==> config.mk <==
export PLATFORM = sky130hd
export DESIGN_NAME = trapezoid_drive_profile_top
export DESIGN_NICKNAME = d
export VERILOG_FILES = /design/src/tdp_pkg.sv /design/src/trapezoid_drive_profile_top.sv /design/src/tdp_div.sv
export SDC_FILE = /design/constraint.sdc
export NUM_CORES = 1
export LEC_CHECK = 0
export BUFFER_PORTS_ARGS = -buffer_cell sky130_fd_sc_hd__buf_2
export CAP_MARGIN = 20
export CELL_PAD_IN_SITES_DETAIL_PLACEMENT = 0
export CELL_PAD_IN_SITES_GLOBAL_PLACEMENT = 1
export CORE_MARGIN = 3
export CORE_UTILIZATION = 45
export CTS_CLUSTER_DIAMETER = 100
export DETAILED_ROUTE_END_ITERATION = 10
export PLACE_DENSITY = 0.78
export RECOVER_POWER = 100
export SLEW_MARGIN = 40
export SYNTH_ARGS = -nofsm -noshare
export SYNTH_HDL_FRONTEND = slang
export SYNTH_SLANG_ARGS = --single-unit
==> constraint.sdc <==
create_clock -name clk -period 13.9 [get_ports clk]
set_input_delay 0.695 -clock clk [delete_from_list [all_inputs] [get_ports clk]]
set_output_delay 0.695 -clock clk [all_outputs]
set_load 0.02 [all_outputs]
==> src/tdp_pkg.sv <==
// shared types, constants and register indexes for the trapezoid drive profile
package tdp_pkg;

    typedef enum logic [1:0] {
        PH_ACCEL  = 2'd0,
        PH_CRUISE = 2'd1,
        PH_DECEL  = 2'd2,
        PH_DONE   = 2'd3
    } phase_t;

    localparam int ENC_W     = 20;
    localparam int TARGET_W  = 20;
    localparam int RAMP_W    = 16;
    localparam int BREAK_W   = 7;
    localparam int CFG_IDX_W = 3;
    localparam int CFG_DATA_W = 20;

    // sum of four magnitudes, each up to 2^19
    localparam int SUM_W     = ENC_W + 2;
    localparam int DIVISOR_W = RAMP_W + 2;
    localparam int DIVIDEND_W = SUM_W + 7;

    localparam logic [CFG_IDX_W-1:0] REG_TARGET     = 3'd0;
    localparam logic [CFG_IDX_W-1:0] REG_REVERSE    = 3'd1;
    localparam logic [CFG_IDX_W-1:0] REG_RAMP       = 3'd2;
    localparam logic [CFG_IDX_W-1:0] REG_BREAK      = 3'd3;
    localparam logic [CFG_IDX_W-1:0] REG_TURN_MODE  = 3'd4;
    localparam logic [CFG_IDX_W-1:0] REG_TURN_CW    = 3'd5;

    localparam logic [7:0] INIT_CMD  = 8'd20;
    localparam logic [7:0] PEAK_CMD  = 8'd127;
    localparam logic [6:0] RAMP_GAIN = 7'd107;

    localparam logic [BREAK_W-1:0] BREAK_RESET = 7'd30;

    typedef struct packed {
        logic busy;
        logic done;
    } div_stat_t;

endpackage

==> src/trapezoid_drive_profile_top.sv <==
// trapezoid drive profile: sequencer, shared adder, multiplier and divider
// a start word goes straight to the output step; cruise and done ticks first sum the magnitudes and test the phase
// a ramp tick sums the four magnitudes through one adder, tests the phase, multiplies, loads the divider,
// waits for the bit-serial divider (29 quotient bits and its done pulse), then registers the output
// one word in flight; the next word is taken the cycle after the result is registered
// reset (async, active low) restores register defaults and the done phase
module trapezoid_drive_profile_top (
    input  logic                                 clk,
    input  logic                                 rst_n,
    input  logic                                 cfg_we,
    input  logic [tdp_pkg::CFG_IDX_W-1:0]        cfg_index,
    input  logic [tdp_pkg::CFG_DATA_W-1:0]       cfg_wdata,
    input  logic                                 in_valid,
    output logic                                 in_ready,
    input  logic                                 action,
    input  logic signed [tdp_pkg::ENC_W-1:0]     enc_left_front,
    input  logic signed [tdp_pkg::ENC_W-1:0]     enc_left_back,
    input  logic signed [tdp_pkg::ENC_W-1:0]     enc_right_front,
    input  logic signed [tdp_pkg::ENC_W-1:0]     enc_right_back,
    output logic                                 out_valid,
    input  logic                                 out_ready,
    output logic signed [7:0]                    left_drive,
    output logic signed [7:0]                    right_drive,
    output logic [1:0]                           phase,
    output logic                                 done_res
);

    localparam int SW = tdp_pkg::SUM_W;
    localparam int QW = tdp_pkg::DIVIDEND_W;

    typedef enum logic [2:0] {
        S_IDLE,
        S_SUM,
        S_EVAL,
        S_MUL,
        S_LOAD,
        S_DIV,
        S_FIN
    } state_t;

    typedef enum logic [2:0] {
        M_START,
        M_ACCEL,
        M_CRUISE,
        M_DECEL,
        M_ZERO
    } mode_t;

    // configuration registers
    logic [tdp_pkg::TARGET_W-1:0] target_reg;
    logic                         reverse_reg;
    logic [tdp_pkg::RAMP_W-1:0]   ramp_reg;
    logic [tdp_pkg::BREAK_W-1:0]  break_reg;
    logic                         turn_mode_reg;
    logic                         turn_cw_reg;

    always_ff @(posedge clk or negedge rst_n)
    begin
        if (!rst_n)
        begin
            target_reg    <= '0;
            reverse_reg   <= 1'b0;
            ramp_reg      <= tdp_pkg::RAMP_W'(1);
            break_reg     <= tdp_pkg::BREAK_RESET;
            turn_mode_reg <= 1'b0;
            turn_cw_reg   <= 1'b1;
        end
        else if (cfg_we)
        begin
            case (cfg_index)
                tdp_pkg::REG_TARGET:    target_reg    <= cfg_wdata[tdp_pkg::TARGET_W-1:0];
                tdp_pkg::REG_REVERSE:   reverse_reg   <= cfg_wdata[0];
                tdp_pkg::REG_RAMP:      ramp_reg      <= cfg_wdata[tdp_pkg::RAMP_W-1:0];
                tdp_pkg::REG_BREAK:     break_reg     <= cfg_wdata[tdp_pkg::BREAK_W-1:0];
                tdp_pkg::REG_TURN_MODE: turn_mode_reg <= cfg_wdata[0];
                tdp_pkg::REG_TURN_CW:   turn_cw_reg   <= cfg_wdata[0];
                default: ;
            endcase
        end
    end

    state_t                      state_reg;
    mode_t                       mode_reg;
    tdp_pkg::phase_t             profile_phase_reg;
    tdp_pkg::phase_t             pend_phase_reg;
    logic [tdp_pkg::ENC_W-1:0]   enc_reg [4];
    logic [1:0]                  cnt_reg;
    logic [SW-1:0]               sum_reg;
    logic [SW-1:0]               num_reg;
    logic [QW-1:0]               prod_reg;
    logic                        out_valid_reg;
    logic [7:0]                  left_reg;
    logic [7:0]                  right_reg;
    tdp_pkg::phase_t             phase_reg;

    logic                        in_fire;
    logic                        fin_go;
    logic [tdp_pkg::ENC_W-1:0]   enc_sel;
    logic [tdp_pkg::ENC_W-1:0]   mag_sel;
    logic [tdp_pkg::RAMP_W-1:0]  ramp_eff;
    logic [tdp_pkg::DIVISOR_W-1:0] r4;
    logic [SW-1:0]               t4;
    logic                        cond_a;
    logic                        cond_c;
    logic                        cond_d;
    logic [QW-1:0]               quotient;
    tdp_pkg::div_stat_t          div_stat;
    logic                        div_start;
    logic                        moving;
    logic [7:0]                  mag8;
    logic [7:0]                  cmd;
    logic [7:0]                  left_next;
    logic [7:0]                  right_next;
    tdp_pkg::phase_t             phase_next;

    assign in_fire   = in_valid && in_ready;
    assign in_ready  = (state_reg == S_IDLE);
    assign fin_go    = (state_reg == S_FIN) && (!out_valid_reg || out_ready);
    assign div_start = (state_reg == S_LOAD);

    // one magnitude per cycle through the shared adder
    always_comb
    begin
        enc_sel = enc_reg[cnt_reg];
        mag_sel = enc_sel[tdp_pkg::ENC_W-1] ? (~enc_sel + tdp_pkg::ENC_W'(1)) : enc_sel;
    end

    always_comb
    begin
        ramp_eff = (ramp_reg == '0) ? tdp_pkg::RAMP_W'(1) : ramp_reg;
        r4       = {ramp_eff, 2'b00};
        t4       = {target_reg, 2'b00};
        cond_a   = (sum_reg < SW'(r4)) && (sum_reg <= {1'b0, target_reg, 1'b0});
        cond_c   = ({1'b0, sum_reg} + (SW+1)'(r4)) <= {1'b0, t4};
        cond_d   = sum_reg < t4;
    end

    tdp_div u_div (
        .clk      (clk),
        .rst_n    (rst_n),
        .start    (div_start),
        .dividend (prod_reg),
        .divisor  (r4),
        .quotient (quotient),
        .stat     (div_stat)
    );

    // final command shaping
    always_comb
    begin
        moving     = 1'b0;
        mag8       = '0;
        phase_next = pend_phase_reg;
        case (mode_reg)
            M_START:
            begin
                phase_next = tdp_pkg::PH_ACCEL;
            end
            M_ACCEL:
            begin
                moving = 1'b1;
                mag8   = tdp_pkg::INIT_CMD + quotient[7:0];
            end
            M_CRUISE:
            begin
                moving = 1'b1;
                mag8   = tdp_pkg::PEAK_CMD;
            end
            M_DECEL:
            begin
                if (quotient <= QW'(break_reg))
                begin
                    phase_next = tdp_pkg::PH_DONE;
                end
                else
                begin
                    moving = 1'b1;
                    mag8   = quotient[7:0];
                end
            end
            default:
            begin
                phase_next = tdp_pkg::PH_DONE;
            end
        endcase
        cmd = reverse_reg ? mag8 : (8'd0 - mag8);
        if (!moving)
        begin
            left_next  = '0;
            right_next = '0;
        end
        else if (!turn_mode_reg)
        begin
            left_next  = cmd;
            right_next = cmd;
        end
        else if (turn_cw_reg)
        begin
            left_next  = 8'd0 - cmd;
            right_next = cmd;
        end
        else
        begin
            left_next  = cmd;
            right_next = 8'd0 - cmd;
        end
    end

    always_ff @(posedge clk or negedge rst_n)
    begin
        if (!rst_n)
        begin
            state_reg         <= S_IDLE;
            mode_reg          <= M_ZERO;
            profile_phase_reg <= tdp_pkg::PH_DONE;
            pend_phase_reg    <= tdp_pkg::PH_DONE;
            for (int i = 0; i < 4; i++)
            begin
                enc_reg[i] <= '0;
            end
            cnt_reg           <= '0;
            sum_reg           <= '0;
            num_reg           <= '0;
            prod_reg          <= '0;
            out_valid_reg     <= 1'b0;
            left_reg          <= '0;
            right_reg         <= '0;
            phase_reg         <= tdp_pkg::PH_DONE;
        end
        else
        begin
            if (out_valid_reg && out_ready && !fin_go)
            begin
                out_valid_reg <= 1'b0;
            end
            case (state_reg)
                S_IDLE:
                begin
                    if (in_fire)
                    begin
                        enc_reg[0] <= enc_left_front;
                        enc_reg[1] <= enc_left_back;
                        enc_reg[2] <= enc_right_front;
                        enc_reg[3] <= enc_right_back;
                        cnt_reg    <= '0;
                        sum_reg    <= '0;
                        if (!action)
                        begin
                            mode_reg  <= M_START;
                            state_reg <= S_FIN;
                        end
                        else
                        begin
                            state_reg <= S_SUM;
                        end
                    end
                end
                S_SUM:
                begin
                    sum_reg <= sum_reg + SW'(mag_sel);
                    cnt_reg <= cnt_reg + 2'd1;
                    if (cnt_reg == 2'd3)
                    begin
                        state_reg <= S_EVAL;
                    end
                end
                S_EVAL:
                begin
                    // a failing phase falls through to the next one in the same tick
                    if (profile_phase_reg == tdp_pkg::PH_ACCEL && cond_a)
                    begin
                        mode_reg       <= M_ACCEL;
                        pend_phase_reg <= tdp_pkg::PH_ACCEL;
                        num_reg        <= sum_reg;
                        state_reg      <= S_MUL;
                    end
                    else if ((profile_phase_reg inside {tdp_pkg::PH_ACCEL, tdp_pkg::PH_CRUISE})
                             && cond_c)
                    begin
                        mode_reg       <= M_CRUISE;
                        pend_phase_reg <= tdp_pkg::PH_CRUISE;
                        state_reg      <= S_FIN;
                    end
                    else if (profile_phase_reg != tdp_pkg::PH_DONE && cond_d)
                    begin
                        mode_reg       <= M_DECEL;
                        pend_phase_reg <= tdp_pkg::PH_DECEL;
                        num_reg        <= t4 - sum_reg;
                        state_reg      <= S_MUL;
                    end
                    else
                    begin
                        mode_reg       <= M_ZERO;
                        pend_phase_reg <= tdp_pkg::PH_DONE;
                        state_reg      <= S_FIN;
                    end
                end
                S_MUL:
                begin
                    prod_reg  <= QW'(num_reg) * QW'(tdp_pkg::RAMP_GAIN);
                    state_reg <= S_LOAD;
                end
                S_LOAD:
                begin
                    state_reg <= S_DIV;
                end
                S_DIV:
                begin
                    if (div_stat.done)
                    begin
                        state_reg <= S_FIN;
                    end
                end
                S_FIN:
                begin
                    if (fin_go)
                    begin
                        out_valid_reg     <= 1'b1;
                        left_reg          <= left_next;
                        right_reg         <= right_next;
                        phase_reg         <= phase_next;
                        profile_phase_reg <= phase_next;
                        state_reg         <= S_IDLE;
                    end
                end
                default:
                begin
                    state_reg <= S_IDLE;
                end
            endcase
        end
    end

    assign out_valid   = out_valid_reg;
    assign left_drive  = left_reg;
    assign right_drive = right_reg;
    assign phase       = phase_reg;
    assign done_res    = (phase_reg == tdp_pkg::PH_DONE);

    // phase only moves forward on control ticks
    assert property (@(posedge clk) disable iff (!rst_n)
        (fin_go && mode_reg != M_START) |=> profile_phase_reg >= $past(profile_phase_reg))
        else $error("profile phase moved backward on a control tick");

    // divider finishes only while the sequencer waits for it
    assert property (@(posedge clk) disable iff (!rst_n)
        div_stat.done |-> state_reg == S_DIV)
        else $error("divider finished outside the divide step");

    // no new word while the divider is busy
    assert property (@(posedge clk) disable iff (!rst_n)
        div_stat.busy |-> !in_ready)
        else $error("input taken while divider busy");

    // cruise always drives at peak
    assert property (@(posedge clk) disable iff (!rst_n)
        (out_valid && phase == tdp_pkg::PH_CRUISE) |->
            (left_drive == 8'sd127 || left_drive == -8'sd127))
        else $error("cruise command is not at peak");

    // a start word is answered with the drive stopped
    assert property (@(posedge clk) disable iff (!rst_n)
        (fin_go && mode_reg == M_START) |=> (left_drive == 8'sd0 && right_drive == 8'sd0))
        else $error("start word produced a nonzero command");

endmodule

==> src/tdp_div.sv <==
// restoring divider, one quotient bit per cycle
module tdp_div (
    input  logic                             clk,
    input  logic                             rst_n,
    input  logic                             start,
    input  logic [tdp_pkg::DIVIDEND_W-1:0]   dividend,
    input  logic [tdp_pkg::DIVISOR_W-1:0]    divisor,
    output logic [tdp_pkg::DIVIDEND_W-1:0]   quotient,
    output tdp_pkg::div_stat_t               stat
);

    localparam int STEPS = tdp_pkg::DIVIDEND_W;
    localparam int CNT_W = $clog2(STEPS);
    localparam int DV_W  = tdp_pkg::DIVISOR_W;

    logic [tdp_pkg::DIVIDEND_W-1:0] work_reg;
    logic [DV_W-1:0]                rem_reg;
    logic [DV_W-1:0]                dvs_reg;
    logic [CNT_W-1:0]               cnt_reg;
    logic                           busy_reg;
    logic                           done_reg;

    logic [DV_W:0]   trial;
    logic [DV_W+1:0] diff;
    logic            fits;
    logic [DV_W-1:0] rem_next;

    always_comb
    begin
        trial    = {rem_reg, work_reg[tdp_pkg::DIVIDEND_W-1]};
        diff     = {1'b0, trial} - {2'b00, dvs_reg};
        fits     = !diff[DV_W+1];
        rem_next = fits ? diff[DV_W-1:0] : trial[DV_W-1:0];
    end

    always_ff @(posedge clk or negedge rst_n)
    begin
        if (!rst_n)
        begin
            work_reg <= '0;
            rem_reg  <= '0;
            dvs_reg  <= '0;
            cnt_reg  <= '0;
            busy_reg <= 1'b0;
            done_reg <= 1'b0;
        end
        else
        begin
            // pulses on the edge that shifts in the last quotient bit
            done_reg <= busy_reg && (cnt_reg == CNT_W'(STEPS - 1));
            if (start && !busy_reg)
            begin
                work_reg <= dividend;
                dvs_reg  <= divisor;
                rem_reg  <= '0;
                cnt_reg  <= '0;
                busy_reg <= 1'b1;
            end
            else if (busy_reg)
            begin
                work_reg <= {work_reg[tdp_pkg::DIVIDEND_W-2:0], fits};
                rem_reg  <= rem_next;
                if (cnt_reg == CNT_W'(STEPS - 1))
                begin
                    busy_reg <= 1'b0;
                end
                else
                begin
                    cnt_reg <= cnt_reg + CNT_W'(1);
                end
            end
        end
    end

    assign quotient  = work_reg;
    assign stat.busy = busy_reg;
    assign stat.done = done_reg;

endmodule

==> flow_summary.yaml <==
run_status:
  status: "complete, but fails checks"
  failed_checks: "max-capacitance violations, max-slew violations"
cts:
  clockBufferDepth: 3
  hold_buffers: 0
  cts_sinks: 297
  path_clk_slew_ns: 0.06
  cts_resized: 0
  cts_setup_buffers: 0
  htreeDepth: 2
  numCtsBuffers: 37
  cts_tree: "built"
  cts-root-buf: "clkbuf_16"
  clock_latency_ns: 0.55
sta:
  setup_viol: 0
  slew_headroom: -1.47
  rsz0062_at_grt: "no"
  fin_crit_ns: 8.16
  clock_skew_ns: 0.00851
  tightest_slew_ns: 3.71
  fin_setup_tns_ns: 0
  min_period_over_period: 0.587
  hold_viol_final: 0
  drv_slew: 502
  timing.fmax_mhz: 122
global_routing:
  grt_start_max_net_pins: 85
  busiest_layer: "met2"
  grtUsageTotal: 0.211
  globalRouteMet2Util: 0.365
  grt_pass1_vias: 17000
  overflow: 0
  grt_pass1_wl_mm: 87.7
  met1_usage: 0.274
  grt_use_met3: 0.0247
  antenna_found_initial: 0
critical_path:
  cp-start-kind: "input port"
  path_class: "input port to async pin"
  cp-end-kind: "async pin"
  cp_data_required_time_ns: 13.70
  cp.arrival_ns: 7.97
  crit_fanout: 68
synth:
  synthXorXnorAreaFrac: 0.0503
  yosysWarnings: 0
  synth_compound_area_frac: 0.145
  synthSimpleGateAreaFrac: 0.159
  synth-seq-cells: 297
  syn_inst: 2431
  synthesis.nets: 2830
  synth_area_per_cell_um2: 8.99
  ys_types: 84
  seq_area_frac_synth: 0.341
  synth_top_family_by_area: "adder cells"
  async_flop_share: 1.00
  ys.flop_type: "dfrtp_1"
  syn_area_um2: 21800
  synth-edff-count: 0
  synth_fa_ha_area_frac: 0.186
  synth_mux_area_frac: 0.0612
detailed_routing:
  routed_via_density: 5.36
  routed_wl_mm: 53.0
  first_iter_violations: 806
  ant_nets: 0
  first_pass_iters: 5
  drcViolationCount: 0
  wl_per_cell_um: 16.7
  via_count: 17000
die:
  ios: 130
  die-area_um2: 51200
  core.rowCount: 80
  die_x_um: 226
  core_um2: 47800
  start_util: 0.457
  die_h_um: 226
run:
  drv_cap: 8
layout:
  final_layout_size_suffix_gt1_frac: 0.103
  fin_nets: 2922
  final_cell_mix: "nand2_1 (455), dfrtp_1 (285), inv_1 (236), ha_1 (233), o21ai_0 (190)"
  n_antenna_cell: 0
  post-route-cell-area_um2: 24100
  largest_reg_flops: 80
  area_delta_synth_final_pct: 10.4
  layout_commonest_cell: "nand2_1"
power:
  pwr-share-comb: 0.628
  p_clk_frac: 0.137
  switching_share: 0.463
  power_density_nw_per_um2: 280
  p_leak_nw: 12.2
  p_switching_mw: 3.13
  intPower_mw: 3.63
  power_frac_seq: 0.234
  vdd_ir_drop_max_v: 0.000106
hold_path:
  min_path_type: "input port to flip-flop"
placement:
  dpl.hpwl_mm: 41.3
  placedInstanceArea_um2: 23100
  port_buffers: 129
  routabilityCongestion: 0.875
area by class of cell:
type                            instances  area (um^2)
Fill cell                            4589        23700
Timing Repair Buffer                  147          718
Clock buffer                           57         1090
Tap cell                              615          769
Inverter                              236          886
Sequential cell                       297         7450
Multi-Input combinational cell       1804        13100
Clock inverter                         10         72.6
layer usage:
layer	up-vias	wire (um)
li1	8530	-
met4	0	1830
met1	8080	23700
met2	278	25800
met5	-	0
met3	81	1650
logic make-up after synthesis:
kind of cell | after synthesis
compound gates | 499
xor+xnor | 123
fa+ha+maj | 290
buf+inv | 330
flops | 297
mux | 105
simple gates | 787
through the flow:
stage	total power, mW	setup slack [ns]	util	hold WS (ns)	std cells
3_5_place_dp	5.85	7.74	0.482	0.461	3099
5_1_grt	7.51	4.07	0.504	0.323	3166
6_report	6.75	5.74	0.504	0.335	3166
3_3_place_gp	5.73	7.52	0.481	0.453	3098
2_1_floorplan	4.90	8.93	-	0.399	2431
4_1_cts	6.83	7.73	0.506	0.0504	3166
power by group through the flow:
stage | combinational [mW] | clock (mW) | sequential (mW)
after global placement | 4.15 | 0 | 1.58
after global routing | 4.88 | 0.991 | 1.64
after floorplan | 3.43 | 0 | 1.47
final | 4.24 | 0.928 | 1.58
after detailed placement | 4.25 | 0 | 1.60
after CTS | 4.29 | 0.957 | 1.58
critical path: stages:
cell and delay (ns):
clkbuf_1 1.94, clkbuf_1 2.46, clkbuf_1 2.75
synth_stat cells, types with 48 or more instances:
library cell | n | area, um^2
nand3_1 | 48 | 240
clkbuf_1 | 78 | 293
nor2_1 | 104 | 390
dfrtp_1 | 286 | 7160
ha_1 | 233 | 2920
nand2_1 | 455 | 1710
xor2_1 | 55 | 482
xnor2_1 | 65 | 569
a21oi_1 | 100 | 500
fa_1 | 57 | 1140
o21ai_0 | 184 | 921
mux2i_1 | 48 | 480
inv_1 | 236 | 886
final timing paths:
check                                           end  slack (ns)  depth (start not counted)               startpoint
max                         enc_reg[48]$_DFFE_PN0P_        5.74                          3                    rst_n
min reg2reg                 enc_reg[73]$_DFFE_PN0P_        0.47                          2  enc_reg[73]$_DFFE_PN0P_
min                          enc_reg[7]$_DFFE_PN0P_        0.33                          3        enc_right_back[7]
min in group asynchronous  prod_reg[27]$_DFFE_PN0P_        1.04                          1                    rst_n
max reg2reg                 num_reg[11]$_DFFE_PN0P_        7.30                         25  ramp_reg[9]$_DFFE_PN0P_
max in group clk            num_reg[11]$_DFFE_PN0P_        7.30                         25  ramp_reg[9]$_DFFE_PN0P_
(Power assumes the default switching activity.)
